<file path="src/xrf_pkg.sv">
// Package for the XMODEM receiver sequencer: state type, op and send codes,
// register reset values, the state-to-code mapping and a saturating increment. No dependencies.
`timescale 1ns / 1ps
`default_nettype none

package xrf_pkg;

    localparam int OpW     = 3;
    localparam int CodeW   = 2;
    localparam int SeqW    = 8;
    localparam int StCodeW = 4;
    localparam int CntW    = 16;
    localparam int InDataW = 8;
    localparam int OutDataW = 24;

    localparam logic [OpW-1:0] OP_TICK  = 3'd0;
    localparam logic [OpW-1:0] OP_DATA  = 3'd1;
    localparam logic [OpW-1:0] OP_CAN   = 3'd2;
    localparam logic [OpW-1:0] OP_EOT   = 3'd3;
    localparam logic [OpW-1:0] OP_ETB   = 3'd4;

    localparam logic [CodeW-1:0] TX_NONE = 2'd0;
    localparam logic [CodeW-1:0] TX_C    = 2'd1;
    localparam logic [CodeW-1:0] TX_ACK  = 2'd2;
    localparam logic [CodeW-1:0] TX_NAK  = 2'd3;

    localparam logic [CntW-1:0] TIMEOUT_RESET = 16'd1000;
    localparam logic [CntW-1:0] CNT_MAX       = 16'hFFFF;
    localparam logic [SeqW-1:0] SEQ_RESET     = 8'd1;

    localparam logic [StCodeW-1:0] CODE_SEND_C        = 4'd0;
    localparam logic [StCodeW-1:0] CODE_C_WAIT        = 4'd1;
    localparam logic [StCodeW-1:0] CODE_SEND_ACK      = 4'd2;
    localparam logic [StCodeW-1:0] CODE_ACK_WAIT      = 4'd3;
    localparam logic [StCodeW-1:0] CODE_SEND_NAK      = 4'd4;
    localparam logic [StCodeW-1:0] CODE_NAK_WAIT      = 4'd5;
    localparam logic [StCodeW-1:0] CODE_SEND_EOT_ACK  = 4'd6;
    localparam logic [StCodeW-1:0] CODE_EOT_ACK_WAIT  = 4'd7;
    localparam logic [StCodeW-1:0] CODE_SEND_FINAL    = 4'd8;
    localparam logic [StCodeW-1:0] CODE_DONE          = 4'd9;
    localparam logic [StCodeW-1:0] CODE_ERROR         = 4'd10;

    typedef enum logic [10:0] {
        ST_SEND_C       = 11'b000_0000_0001,
        ST_C_WAIT       = 11'b000_0000_0010,
        ST_SEND_ACK     = 11'b000_0000_0100,
        ST_ACK_WAIT     = 11'b000_0000_1000,
        ST_SEND_NAK     = 11'b000_0001_0000,
        ST_NAK_WAIT     = 11'b000_0010_0000,
        ST_SEND_EOT_ACK = 11'b000_0100_0000,
        ST_EOT_ACK_WAIT = 11'b000_1000_0000,
        ST_SEND_FINAL   = 11'b001_0000_0000,
        ST_DONE         = 11'b010_0000_0000,
        ST_ERROR        = 11'b100_0000_0000
    } rx_state_t;

    function automatic logic [StCodeW-1:0] state_code(input rx_state_t st);
        logic [StCodeW-1:0] c;
        case (st)
            ST_SEND_C:       c = CODE_SEND_C;
            ST_C_WAIT:       c = CODE_C_WAIT;
            ST_SEND_ACK:     c = CODE_SEND_ACK;
            ST_ACK_WAIT:     c = CODE_ACK_WAIT;
            ST_SEND_NAK:     c = CODE_SEND_NAK;
            ST_NAK_WAIT:     c = CODE_NAK_WAIT;
            ST_SEND_EOT_ACK: c = CODE_SEND_EOT_ACK;
            ST_EOT_ACK_WAIT: c = CODE_EOT_ACK_WAIT;
            ST_SEND_FINAL:   c = CODE_SEND_FINAL;
            ST_DONE:         c = CODE_DONE;
            ST_ERROR:        c = CODE_ERROR;
            default:         c = CODE_ERROR;
        endcase
        return c;
    endfunction

    function automatic logic [CntW-1:0] sat_inc(input logic [CntW-1:0] v);
        return (v == CNT_MAX) ? CNT_MAX : v + 16'd1;
    endfunction

endpackage

`default_nettype wire

</file>
<file path="src/xmodem_receiver_fsm_top.sv">
// XMODEM receiver sequencer: input register, state update and a
// result register. Depends on xrf_pkg.
// Each request waits in the input register; its result is held in the result register.
// Throughput: one request per cycle, limited only by output back-pressure.
// The result register decouples the sides, so a new request is taken while a
// result still waits. Reset (aresetn low, synchronous) empties both registers,
// sets the send-C state, expected number 1, counters 0 and timeout 1000.
`timescale 1ns / 1ps
`default_nettype none

module xmodem_receiver_fsm_top
    import xrf_pkg::*;
(
    input  wire                 aclk,
    input  wire                 aresetn,
    input  wire                 cfg_valid,
    output logic                cfg_ready,
    input  wire [CntW-1:0]      cfg_data,
    input  wire                 s_tvalid,
    output logic                s_tready,
    // [0] packet_valid, [7:1] zero
    input  wire [InDataW-1:0]   s_tdata,
    // [2:0] op
    input  wire [OpW-1:0]       s_tuser,
    output logic                m_tvalid,
    input  wire                 m_tready,
    // [1:0] send_code, [2] packet_accepted, [10:3] expected_number,
    // [14:11] rx_state, [15] done_res, [16] failed, [23:17] zero
    output logic [OutDataW-1:0] m_tdata
);

    logic                in_valid_reg;
    logic [OpW-1:0]      in_op_reg;
    logic                in_pv_reg;
    logic                out_valid_reg;
    logic [OutDataW-1:0] out_data_reg;
    logic [CntW-1:0]     timeout_reg;
    rx_state_t           state_reg, state_next;
    logic [SeqW-1:0]     seq_reg, seq_next;
    logic [CntW-1:0]     c_cnt_reg, c_cnt_next;
    logic [CntW-1:0]     ack_cnt_reg, ack_cnt_next;
    logic [CntW-1:0]     nak_cnt_reg, nak_cnt_next;
    logic [CodeW-1:0]    code;
    logic                accepted;
    logic                advance;
    logic                wait_state;
    logic [StCodeW-1:0]  st_code;

    assign cfg_ready = 1'b1;
    assign advance   = in_valid_reg && (!out_valid_reg || m_tready);
    assign s_tready  = !in_valid_reg || advance;
    assign m_tvalid  = out_valid_reg;
    assign m_tdata   = out_data_reg;

    always_comb begin
        state_next   = state_reg;
        seq_next     = seq_reg;
        c_cnt_next   = c_cnt_reg;
        ack_cnt_next = ack_cnt_reg;
        nak_cnt_next = nak_cnt_reg;
        code         = TX_NONE;
        accepted     = 1'b0;
        wait_state   = (state_reg == ST_C_WAIT) || (state_reg == ST_ACK_WAIT) ||
                       (state_reg == ST_NAK_WAIT);
        if (state_reg != ST_DONE && state_reg != ST_ERROR) begin
            case (in_op_reg)
                OP_TICK: begin
                    c_cnt_next   = sat_inc(c_cnt_reg);
                    ack_cnt_next = sat_inc(ack_cnt_reg);
                    nak_cnt_next = sat_inc(nak_cnt_reg);
                    case (state_reg)
                        ST_SEND_C: begin
                            state_next = ST_C_WAIT;
                            c_cnt_next = '0;
                            code       = TX_C;
                        end
                        ST_C_WAIT: begin
                            if (c_cnt_next >= timeout_reg) begin
                                c_cnt_next = '0;
                                code       = TX_C;
                            end
                        end
                        ST_SEND_ACK: begin
                            state_next   = ST_ACK_WAIT;
                            ack_cnt_next = '0;
                            code         = TX_ACK;
                        end
                        ST_ACK_WAIT, ST_EOT_ACK_WAIT: begin
                            if (ack_cnt_next >= timeout_reg) begin
                                ack_cnt_next = '0;
                                code         = TX_ACK;
                            end
                        end
                        ST_SEND_NAK: begin
                            state_next   = ST_NAK_WAIT;
                            nak_cnt_next = '0;
                            code         = TX_NAK;
                        end
                        ST_NAK_WAIT: begin
                            if (nak_cnt_next >= timeout_reg) begin
                                nak_cnt_next = '0;
                                code         = TX_NAK;
                            end
                        end
                        ST_SEND_EOT_ACK: begin
                            state_next   = ST_EOT_ACK_WAIT;
                            ack_cnt_next = '0;
                            code         = TX_ACK;
                        end
                        ST_SEND_FINAL: begin
                            state_next   = ST_DONE;
                            ack_cnt_next = '0;
                            code         = TX_ACK;
                        end
                        default: begin
                        end
                    endcase
                end
                OP_DATA: begin
                    if (!in_pv_reg) begin
                        state_next = ST_SEND_NAK;
                    end else if (wait_state) begin
                        state_next = ST_SEND_ACK;
                        seq_next   = seq_reg + 8'd1;
                        accepted   = 1'b1;
                    end else begin
                        state_next = ST_ERROR;
                    end
                end
                OP_CAN: begin
                    state_next = ST_SEND_C;
                end
                OP_EOT: begin
                    if (state_reg == ST_ACK_WAIT || state_reg == ST_NAK_WAIT) begin
                        state_next = ST_SEND_EOT_ACK;
                    end else begin
                        state_next = ST_ERROR;
                    end
                end
                OP_ETB: begin
                    if (state_reg == ST_EOT_ACK_WAIT) begin
                        state_next = ST_SEND_FINAL;
                    end else begin
                        state_next = ST_ERROR;
                    end
                end
                default: begin
                end
            endcase
        end
        st_code = state_code(state_next);
    end

    always_ff @(posedge aclk) begin
        if (!aresetn) begin
            in_valid_reg  <= 1'b0;
            out_valid_reg <= 1'b0;
            timeout_reg   <= TIMEOUT_RESET;
            state_reg     <= ST_SEND_C;
            seq_reg       <= SEQ_RESET;
            c_cnt_reg     <= '0;
            ack_cnt_reg   <= '0;
            nak_cnt_reg   <= '0;
        end else begin
            if (cfg_valid && cfg_ready) begin
                timeout_reg <= cfg_data;
            end
            if (s_tvalid && s_tready) begin
                in_valid_reg <= 1'b1;
            end else if (advance) begin
                in_valid_reg <= 1'b0;
            end
            if (advance) begin
                out_valid_reg <= 1'b1;
                state_reg     <= state_next;
                seq_reg       <= seq_next;
                c_cnt_reg     <= c_cnt_next;
                ack_cnt_reg   <= ack_cnt_next;
                nak_cnt_reg   <= nak_cnt_next;
            end else if (m_tready) begin
                out_valid_reg <= 1'b0;
            end
        end
    end

    always_ff @(posedge aclk) begin
        if (s_tvalid && s_tready) begin
            in_op_reg <= s_tuser;
            in_pv_reg <= s_tdata[0];
        end
        if (advance) begin
            out_data_reg <= {7'd0,
                             (state_next == ST_ERROR),
                             (state_next == ST_DONE),
                             st_code,
                             seq_next,
                             accepted,
                             code};
        end
    end

endmodule

`default_nettype wire
</file>
<file path="config.mk">
export PLATFORM = sky130hd
export DESIGN_NAME = xmodem_receiver_fsm_top
export DESIGN_NICKNAME = d
export VERILOG_FILES = /design/src/xrf_pkg.sv /design/src/xmodem_receiver_fsm_top.sv
export SDC_FILE = /design/constraint.sdc
export NUM_CORES = 1
export LEC_CHECK = 0
export BUFFER_PORTS_ARGS = -buffer_cell sky130_fd_sc_hd__buf_2
export CAP_MARGIN = 10
export CORE_UTILIZATION = 46
export CTS_CLUSTER_DIAMETER = 40
export DETAILED_ROUTE_END_ITERATION = 8
export GPL_TIMING_DRIVEN = 0
export PLACE_DENSITY = 0.64
export SYNTH_ARGS = -nofsm -noshare
export SYNTH_HDL_FRONTEND = slang
export SYNTH_SLANG_ARGS = --single-unit
</file>
<file path="constraint.sdc">
create_clock -name aclk -period 5.6 [get_ports aclk]
set_clock_uncertainty 0.15 [all_clocks]
set_input_delay 0.28 -clock aclk [delete_from_list [all_inputs] [get_ports aclk]]
set_output_delay 0.28 -clock aclk [all_outputs]
set_load 0.01 [all_outputs]
</file>
== Word-level counts from Yosys, hierarchy flattened ==
Cells that the tools add are included.

* Mux-type cells: 30
* Equality and inequality tests: 29
* Order comparisons: 3
* $add $sub $neg: 4
* Reductions and logical operators: 18

{| class="wikitable"
|+ Operators by type and width
! cell !! number
|-
| case mux 11 bit (5 select lines) || 2
|-
| 2-to-1 mux 16 bit || 6
|-
| case mux 16 bit (2 select lines) || 3
|-
| 2-to-1 mux 11 bit || 5
|-
| adder 16 x 1 -> 16 bit (second input constant) || 3
|-
| equality test 16 bit (second input constant) || 3
|-
| greater-or-equal comparator 16 bit || 3
|-
| case mux 4 bit (10 select lines) || 1
|-
| 2-to-1 mux 8 bit || 4
|-
| equality test 11 x 1 -> 1 bit (second input constant) || 2
|-
| equality test 11 x 2 -> 1 bit (second input constant) || 2
|-
| equality test 11 x 3 -> 1 bit (second input constant) || 2
|-
| equality test 11 x 4 -> 1 bit (second input constant) || 2
|-
| equality test 11 x 5 -> 1 bit (second input constant) || 2
|-
| equality test 11 x 6 -> 1 bit (second input constant) || 2
|-
| equality test 11 x 7 -> 1 bit (second input constant) || 2
|-
| equality test 11 x 8 -> 1 bit (second input constant) || 2
|-
| equality test 11 x 9 -> 1 bit (second input constant) || 2
|-
| case mux 2 bit (6 select lines) || 1
|-
| equality test 11 x 10 -> 1 bit (second input constant) || 1
|-
| equality test 11 bit (second input constant) || 1
|-
| inequality test 11 x 10 -> 1 bit (second input constant) || 1
|-
| inequality test 11 bit (second input constant) || 1
|-
| adder 8 x 1 -> 8 bit (second input constant) || 1
|-
| 14 further kinds || 30
|}

* Logic and storage cells: 97
* Input port bits: 32
* Bits in registers: 106
* Output and inout port bits: 27

== Logic depth before layout (Yosys ltp) ==
Gate-level depths: netlist (run 1).

* Depth in word-level cells: 9
* Depth in mapped cells: 19
* Depth with buffers taken out: 16

== Worst setup path after synthesis (run 1) ==
No wires, ideal clock.

* Path type: register to register
* Start: reg ack_cnt_reg[0]
* End: reg out_data_reg[1] (netlist: m_tdata[1]) (data pin)
* Slack: 1684 ps
* Period minus slack after synthesis: 3916 ps
* Setup time: 272 ps
* Arrival time: 3494 ps
* Stages on the path, launching flop included: 18
* Data required time: 5178 ps
* Path buffers: 2
* Path through: dfxtp_1 > ha_1 > and3_1 > nand3_1 > or3_1 > clkbuf_1 > nand2_1 > inv_1 > ha_1 > nand2b_1 > a21o_1 > a21oi_1 > nor2b_1 > o21ai_0 > a21oi_1 > o311ai_1 > clkbuf_1 > a31oi_1

* Cells in the longest elaborated chain, start to end: 5
* Elaborated cells between the ends (all ways): 6
* Those cells by class: add/sub: 1; order compare: 1; eq/ne: 1; mux: 3

{| class="wikitable"
|+ RTL lines
! item !! line !! RTL
|-
| from (decl) || xmodem_receiver_fsm_top.sv:41 || <nowiki>logic [CntW-1:0] ack_cnt_reg, ack_cnt_next;</nowiki>
|-
| from (signal assigned) || xmodem_receiver_fsm_top.sv:178 || <nowiki>ack_cnt_reg <= ack_cnt_next;</nowiki>
|-
| adder 16 x 1 -> 16 bit / equality test 16 bit (equally long branches) || xrf_pkg.sv:77 || <nowiki>return (v == CNT_MAX) ? CNT_MAX : v + 16'd1;</nowiki>
|-
| 2-to-1 mux 16 bit (*) || xrf_pkg.sv:77 ||
|-
| greater-or-equal comparator 16 bit (*) || xmodem_receiver_fsm_top.sv:89 || <nowiki>if (ack_cnt_next >= timeout_reg) begin</nowiki>
|-
| 2-to-1 mux 2 bit (*) || xmodem_receiver_fsm_top.sv:89 ||
|-
| case mux 2 bit (6 select lines) (*) || xmodem_receiver_fsm_top.sv:71 || <nowiki>case (state_reg)</nowiki>
|-
| to (signal assigned) || xmodem_receiver_fsm_top.sv:192 || <nowiki>out_data_reg <= {7'd0,</nowiki>
|-
| to (decl) || xmodem_receiver_fsm_top.sv:36 || <nowiki>logic [OutDataW-1:0] out_data_reg;</nowiki>
|}

Mark *: on every way between the ends. The rest lies on a longest branch, timed or not.
A chain may end at the register's enable or synchronous reset.

== Worst setup path after layout (run 1) ==
* Start: reg c_cnt_reg[0]
* End: reg c_cnt_reg[12]

* Cells in the longest elaborated chain, start to end: 5
* Elaborated cells between the ends (all ways): 6
* Those cells by class: add/sub: 1; order compare: 1; eq/ne: 1; mux: 3

{| class="wikitable"
|+ RTL lines
! item !! line !! RTL
|-
| from (decl) || xmodem_receiver_fsm_top.sv:40 || <nowiki>logic [CntW-1:0] c_cnt_reg, c_cnt_next;</nowiki>
|-
| from (signal assigned) || xmodem_receiver_fsm_top.sv:177 || <nowiki>c_cnt_reg <= c_cnt_next;</nowiki>
|-
| adder 16 x 1 -> 16 bit / equality test 16 bit (equally long branches) || xrf_pkg.sv:77 ||
|-
| 2-to-1 mux 16 bit (*) || xrf_pkg.sv:77 ||
|-
| greater-or-equal comparator 16 bit || xmodem_receiver_fsm_top.sv:78 || <nowiki>if (c_cnt_next >= timeout_reg) begin</nowiki>
|-
| 2-to-1 mux 16 bit || xmodem_receiver_fsm_top.sv:78 ||
|-
| case mux 16 bit (2 select lines) (*) || xmodem_receiver_fsm_top.sv:71 ||
|}

Marks and branches as above.

==> impl_metrics.ini, run 1 <==
[outcome]
status = complete, no violations

[layout]
fin_nets = 895
multi_input_area_um2 = 4040
n_antenna_cell = 0
seq_area_um2 = 2330
syn2layout_area_growth_pct = 12.4
largest_reg_flops = 17
drive_above_1_share_pct = 12.4
fillers = 1306

[sta]
tns_ns = 0
max_freq_mhz = 211
hold_slack_ns = 0.00773
setup-violations-final = 0
max_slew.worst_pin.slew_ns = 0.858
relSlewSlack_pct = 42.8
slew_viol_final = 0
fin_ws_ns = 0.856
finalCritPeriodShare_pct = 84.7
rsz0062_at_grt = no
finalWorstPathRequiredPeriod_ns = 4.74
finalHoldViolations = 0

[yosys]
ys.flop_type = dfxtp_1
syn_avg_cell_area_um2 = 8.99
synth_area_leader_cell = dfxtp_1
netlist.area_leader.share_pct = 25.5
synthTopCellsByArea = dfxtp_1 (25%), ha_1 (9.7%), edfxtp_1 (9.4%), nand2_1 (4.4%), a22o_1 (4.1%)
synth-async-reset-ratio_pct = 0
ys_types = 71
synth_area_um2 = 6680
postSynthCellCount = 743
synth-edff-count = 21
synth-seq-cells = 106
seq_area_frac_synth_pct = 34.9
synth_warnings = 0

[critical_path]
crit_path_end_kind = flop
reg2reg_from = c_cnt_reg[0]
arrival_ns = 4.89
cp_max_fo = 10
r2r_slack_ns = 0.86
ff2ff_path_depth = 19
r2r_end = c_cnt_reg[12]
path_class = reg -> reg
required_ns = 5.74
critPathLaunch = c_cnt_reg[0]
start_kind = flop
critPathCapture = c_cnt_reg[12]

[worst_hold_path]
hold_depth = 3
min_path_type = in -> reg
holdCritStartpoint = cfg_data[8]

[die]
die_w_um = 122
die-area_um2 = 15000
ioPinCount = 59
core_um2 = 14000
std_cell_rows = 43
initial_core_util_pct = 47.6
die_h_um = 122

[routing]
drt_iter0_drc = 453
viasPerCell = 5.74
drt-total-wl_um = 16700
detail_route.wl_per_cell_um = 16.7
vias = 5719
antenna_left = 0
route.detailed.drc = 0
dr.pass1.iters = 5

[grt]
antenna_found_initial = 0
gr-usage-all-layers_pct = 22.9
grt_remaining_overflow = 0
grt_pass1_wl_um = 26400
grt_max_degree = 19
grt_pass1_vias = 5152

[cts]
cts_sinks = 106
htree_levels = 3
clock-root-buffer = clkbuf_16
post_cts_buffers = 0
clock_latency_ns = 0.36
cts_buffers = 9
clkTransAtPathRegs_ns = 0.08
cts_buffer_depth = 2
cts_tree = yes

[power_and_ir_drop]
pwr_density_cell_nw_per_um2 = 217
p_leak_nw = 3.36
p_total_mw = 1.63
irDropWorstVdd_mv = 0.151

[placement]
port_buffers = 42
dp_slack_ns = 0.835
dp_hpwl_um = 12800
gp_congestion = 0.885

[job]
max_cap_violations = 0
[worst min path at each step]
stage                     end  slack, ns
3_5_place_dp     in_op_reg[0]       0.31
2_1_floorplan    in_op_reg[0]       0.23
6_report       timeout_reg[8]      0.008
5_1_grt        timeout_reg[8]       0.01
3_3_place_gp     in_op_reg[2]       0.31
4_1_cts        timeout_reg[8]      0.003
[cell usage after synthesis (all sizes together), types with 3 or more instances]
master / instances
buf: 21
or2: 7
mux2: 4
nand2b: 9
and3: 18
clkbuf: 26
dfxtp: 85
a41oi: 4
a21boi: 3
o21ai: 24
xor2: 27
inv: 25
nor3b: 5
a32o: 16
o21a: 9
nor4: 4
a21o: 17
o211ai: 7
nor3: 20
ha: 52
mux2i: 10
nand4: 23
and4: 6
and2: 10
nand3: 31
a22o: 31
edfxtp: 21
a211oi: 6
nor2: 43
or3: 5
nand2: 79
xnor2: 24
a31oi: 7
a32oi: 3
a21oi: 26
nor2b: 13
[cell type report]
class | instances | share of cell area, %
Buffer | 47 | 3.13
Clock buffer | 11 | 3.10
Clock inverter | 5 | 0.417
Inverter | 25 | 1.25
Multi-Input combinational cell | 571 | 53.8
Sequential cell | 106 | 31.1
Tap cell | 180 | 3.00
Timing Repair Buffer | 51 | 4.23
[metrics by stage]
step	utilization, %	cell area (um^2)	cells
after floorplan	-	6700	749
after global placement	50.8	7140	971
after detailed placement	51.0	7160	972
after CTS	53.5	7510	996
after global routing	53.5	7510	996
final	53.5	7510	996
[layout by cell type, fill, tap and decap left out, types with 6 or more instances in the layout]
master,netlist,routed
clkbuf_1,25,27
a21oi_1,25,25
nand2_1,79,79
a211oi_1,6,6
nand2b_1,9,9
o211ai_1,7,7
dfxtp_1,85,85
nor3_1,18,18
inv_1,25,25
buf_2,4,46
buf_4,10,10
and3_1,17,17
conb_1,2,8
a31oi_1,7,7
edfxtp_1,21,21
clkbuf_16,0,9
nor2b_1,13,13
mux2i_1,10,10
nand3_1,31,31
a21o_1,16,16
a32o_1,16,16
a22o_1,31,31
xnor2_1,24,24
ha_1,52,52
dlygate4sd3_1,0,8
o21a_1,9,9
o21ai_0,24,24
nand4_1,23,23
nor2_1,43,43
and2_1,9,9
xor2_1,27,27
[where the power goes]
group	total [mW]	switching, mW	internal (mW)
Sequential	0.810	0.0114	0.799
Clock	0.594	0.292	0.302
Combinational	0.227	0.140	0.0874
[per-layer routing]
metal  vias up  part of all wire, %  global-route usage, %
met1      2693                   49                   31.9
met2       159                   44                   35.4
met4         0                  1.0                   6.48
li1       2853                    -                      -
met5         -                    0                      0
met3        14                  5.8                   4.88
[critical path: stages (launching register included)]
cell and delay, ns:
dfxtp_1 0.38, ha_1 0.20, and3_1 0.24, nand3_1 0.19
nor3_1 0.37, nand2b_1 0.21, clkbuf_1 0.27, nand2_1 0.15
inv_1 0.05, ha_1 0.25, nand2b_1 0.14, a21o_1 0.17
a21o_1 0.18, a211oi_1 0.23, o21ai_0 0.16, a21oi_1 0.24
and3_1 0.18, clkbuf_1 0.30, clkbuf_1 0.42, a22o_1 0.20
[repair_timing]
item | in CTS | in global routing
endpoints found under the hold margin | 8 | 0
gates resized for setup | 0 | 0
hold buffers | 8 | 0
[logic make-up (layout without fill, tap and decap cells)]
logic type	count (synthesis)	in the layout	synth area share, %
compound gates	165	165	19.2
simple gates	281	281	22.2
mux	14	14	2.17
xor+xnor	51	51	6.69
flops	106	106	34.9
other cells	2	8	0.112
fa+ha+maj	52	52	9.74
buf+inv	72	139	4.93
No activity file was read; power rests on OpenSTA's default activity.
==> run 2: changes to the inputs <==
Clock period 5.6 ns to 4.85 ns, I/O delays scaled along.
==> impl_metrics.ini, run 2 (synthesis results as in run 1) <==
[layout]
drive_above_1_share_pct = 13.0
largest_reg_flops = 17
fillers = 1292
n_antenna_cell = 0
fin_nets = 904
final_cell_mix = dfxtp_1 (85), nand2_1 (79), ha_1 (52), buf_2 (46), nor2_1 (43)
syn2layout_area_growth_pct = 14.2
postLayoutCellArea_um2 = 7630
mostFrequentLayoutCell = dfxtp_1
fin_util_pct = 54.3

[placement]
port_buffers = 42
dp_hpwl_um = 12800
gp_congestion = 0.885
placed_cell_area_um2 = 7160

[critical_path]
worst-path-buf-inv = 4
critPathTopFamily = simple AND/OR/NAND/NOR gates
critical_path.cell_chain = and4_1 > nand4_1 > nor3_1 > nand4_1 > clkbuf_1 > nand2_1 > inv_1 > ha_1 > nand2b_1 > a21o_1 > a21o_1 > a211oi_1 > o21ai_0 > a31oi_2 > and3_1 > clkbuf_1 > clkbuf_2 > a22o_1
start_kind = flop
required_ns = 5.00
crit_path_end_kind = flop
path_class = reg -> reg
slowest_delay_ns = 0.42
arrival_ns = 4.56
cp.depth = 18
cp_max_fo = 10
ff2ff_path_depth = 18
cp_slowest_cell = dfxtp_1

[die]
die_h_um = 122
std_cell_rows = 43
core_um2 = 14000
initial_core_util_pct = 47.6
die_w_um = 122
die-area_um2 = 15000
ioPinCount = 59

[grt]
grt_max_degree = 19
grt_remaining_overflow = 0
gr-usage-all-layers_pct = 23.1
antenna_found_initial = 0
grt_pass1_vias = 5198
grt_pass1_wl_um = 26600

[sta]
hold_slack_ns = 0.00525
slew_viol_final = 0
finalHoldViolations = 0
tns_ns = 0
relSlewSlack_pct = 43.4
max_freq_mhz = 226
finalWorstPathRequiredPeriod_ns = 4.42
max_slew.worst_pin.slew_ns = 0.849
finalCritPeriodShare_pct = 91.0
rsz0062_at_grt = no
setup-violations-final = 0

[cts]
post_cts_buffers = 0
htree_levels = 3
clock_latency_ns = 0.36
cts_tree = yes
cts_sinks = 106
clock-root-buffer = clkbuf_16
cts_buffers = 9
cts_buffer_depth = 2
clkTransAtPathRegs_ns = 0.07

[outcome]
status = complete, no violations

[power_and_ir_drop]
power.share.switching_pct = 27.1
irDropWorstVdd_mv = 0.176
power.share.combinational_pct = 14.2
pwr_density_cell_nw_per_um2 = 248
p_total_mw = 1.89
seqPwrFrac_pct = 49.5
p_int_mw = 1.38
p_leak_nw = 3.40
p_clk_share_pct = 36.2
switching_power_mw = 0.513

[worst_hold_path]
hold_depth = 3
min_path_type = in -> reg

[routing]
viasPerCell = 5.74
dr.pass1.iters = 5
drt-total-wl_um = 16800
antenna_left = 0
detail_route.wl_per_cell_um = 16.7
route.detailed.drc = 0
vias = 5766
drt_iter0_drc = 414

[job]
max_cap_violations = 0
run 2: cell count changes in the layout (fill, tap and decap cells not counted), sizes merged:
cell and delta:
dlygate4sd3 +10, clkbuf -1
run 2: cell type report:
| cell class | instances | area, um^2 | share of cell area [%] |
|---|---|---|---|
| Clock inverter | 5 | 31.3 | 0.410 |
| Sequential cell | 106 | 2330 | 30.6 |
| Timing Repair Buffer | 61 | 418 | 5.48 |
| Multi-Input combinational cell | 571 | 4060 | 53.2 |
| Buffer | 46 | 235 | 3.08 |
| Tap cell | 180 | 225 | 2.95 |
| Inverter | 25 | 93.8 | 1.23 |
| Clock buffer | 11 | 233 | 3.05 |
run 2: per-stage QoR:
step | std cells | worst slack (ns)
after floorplan | 749 | 0.934
after CTS | 1006 | 0.0766
after global routing | 1005 | 0.00418
final | 1005 | 0.434
after detailed placement | 972 | 0.0848
after global placement | 971 | 0.130
run 2: routing by layer:
layer | track usage [%] | part of all wire [%] | vias up
met1 | 32.1 | 49 | 2726
met5 | 0 | 0 | -
met2 | 35.9 | 44 | 160
met4 | 6.48 | 1.2 | 0
met3 | 4.88 | 5.7 | 17
li1 | - | - | 2863
run 2: worst paths after layout:
check | from | endpoint | slack, ns
setup reg to reg | nak_cnt_reg[2] | nak_cnt_reg[5] | 0.43
hold reg to reg | timeout_reg[4] | timeout_reg[4] | 0.34
hold / removal | cfg_data[15] | timeout_reg[15] | 0.005
setup / recovery | nak_cnt_reg[2] | nak_cnt_reg[5] | 0.43
run 2: power by group through the flow:
stage	clock network (mW)	logic (mW)	registers, mW
after floorplan	0	0.173	0.957
after global placement	0	0.246	0.955
after detailed placement	0	0.252	0.956
after CTS	0.704	0.265	0.935
after global routing	0.736	0.293	0.938
final	0.685	0.269	0.936
run 2: repair_timing:
item	4_1_cts	5_1_grt
hold endpoints to repair	18	0
resized for setup	0	9
setup endpoints to repair	0	30
hold buffers	18	0
run 2: worst reg2reg max path, stage by stage, from the launching register on:
cell	delay, ns
dfxtp_1	0.42
and4_1	0.28
nand4_1	0.22
nor3_1	0.30
nand4_1	0.20
clkbuf_1	0.27
nand2_1	0.16
inv_1	0.05
ha_1	0.26
nand2b_1	0.14
a21o_1	0.17
a21o_1	0.17
a211oi_1	0.23
o21ai_0	0.17
a31oi_2	0.25
and3_1	0.20
clkbuf_1	0.26
clkbuf_2	0.30
a22o_1	0.16
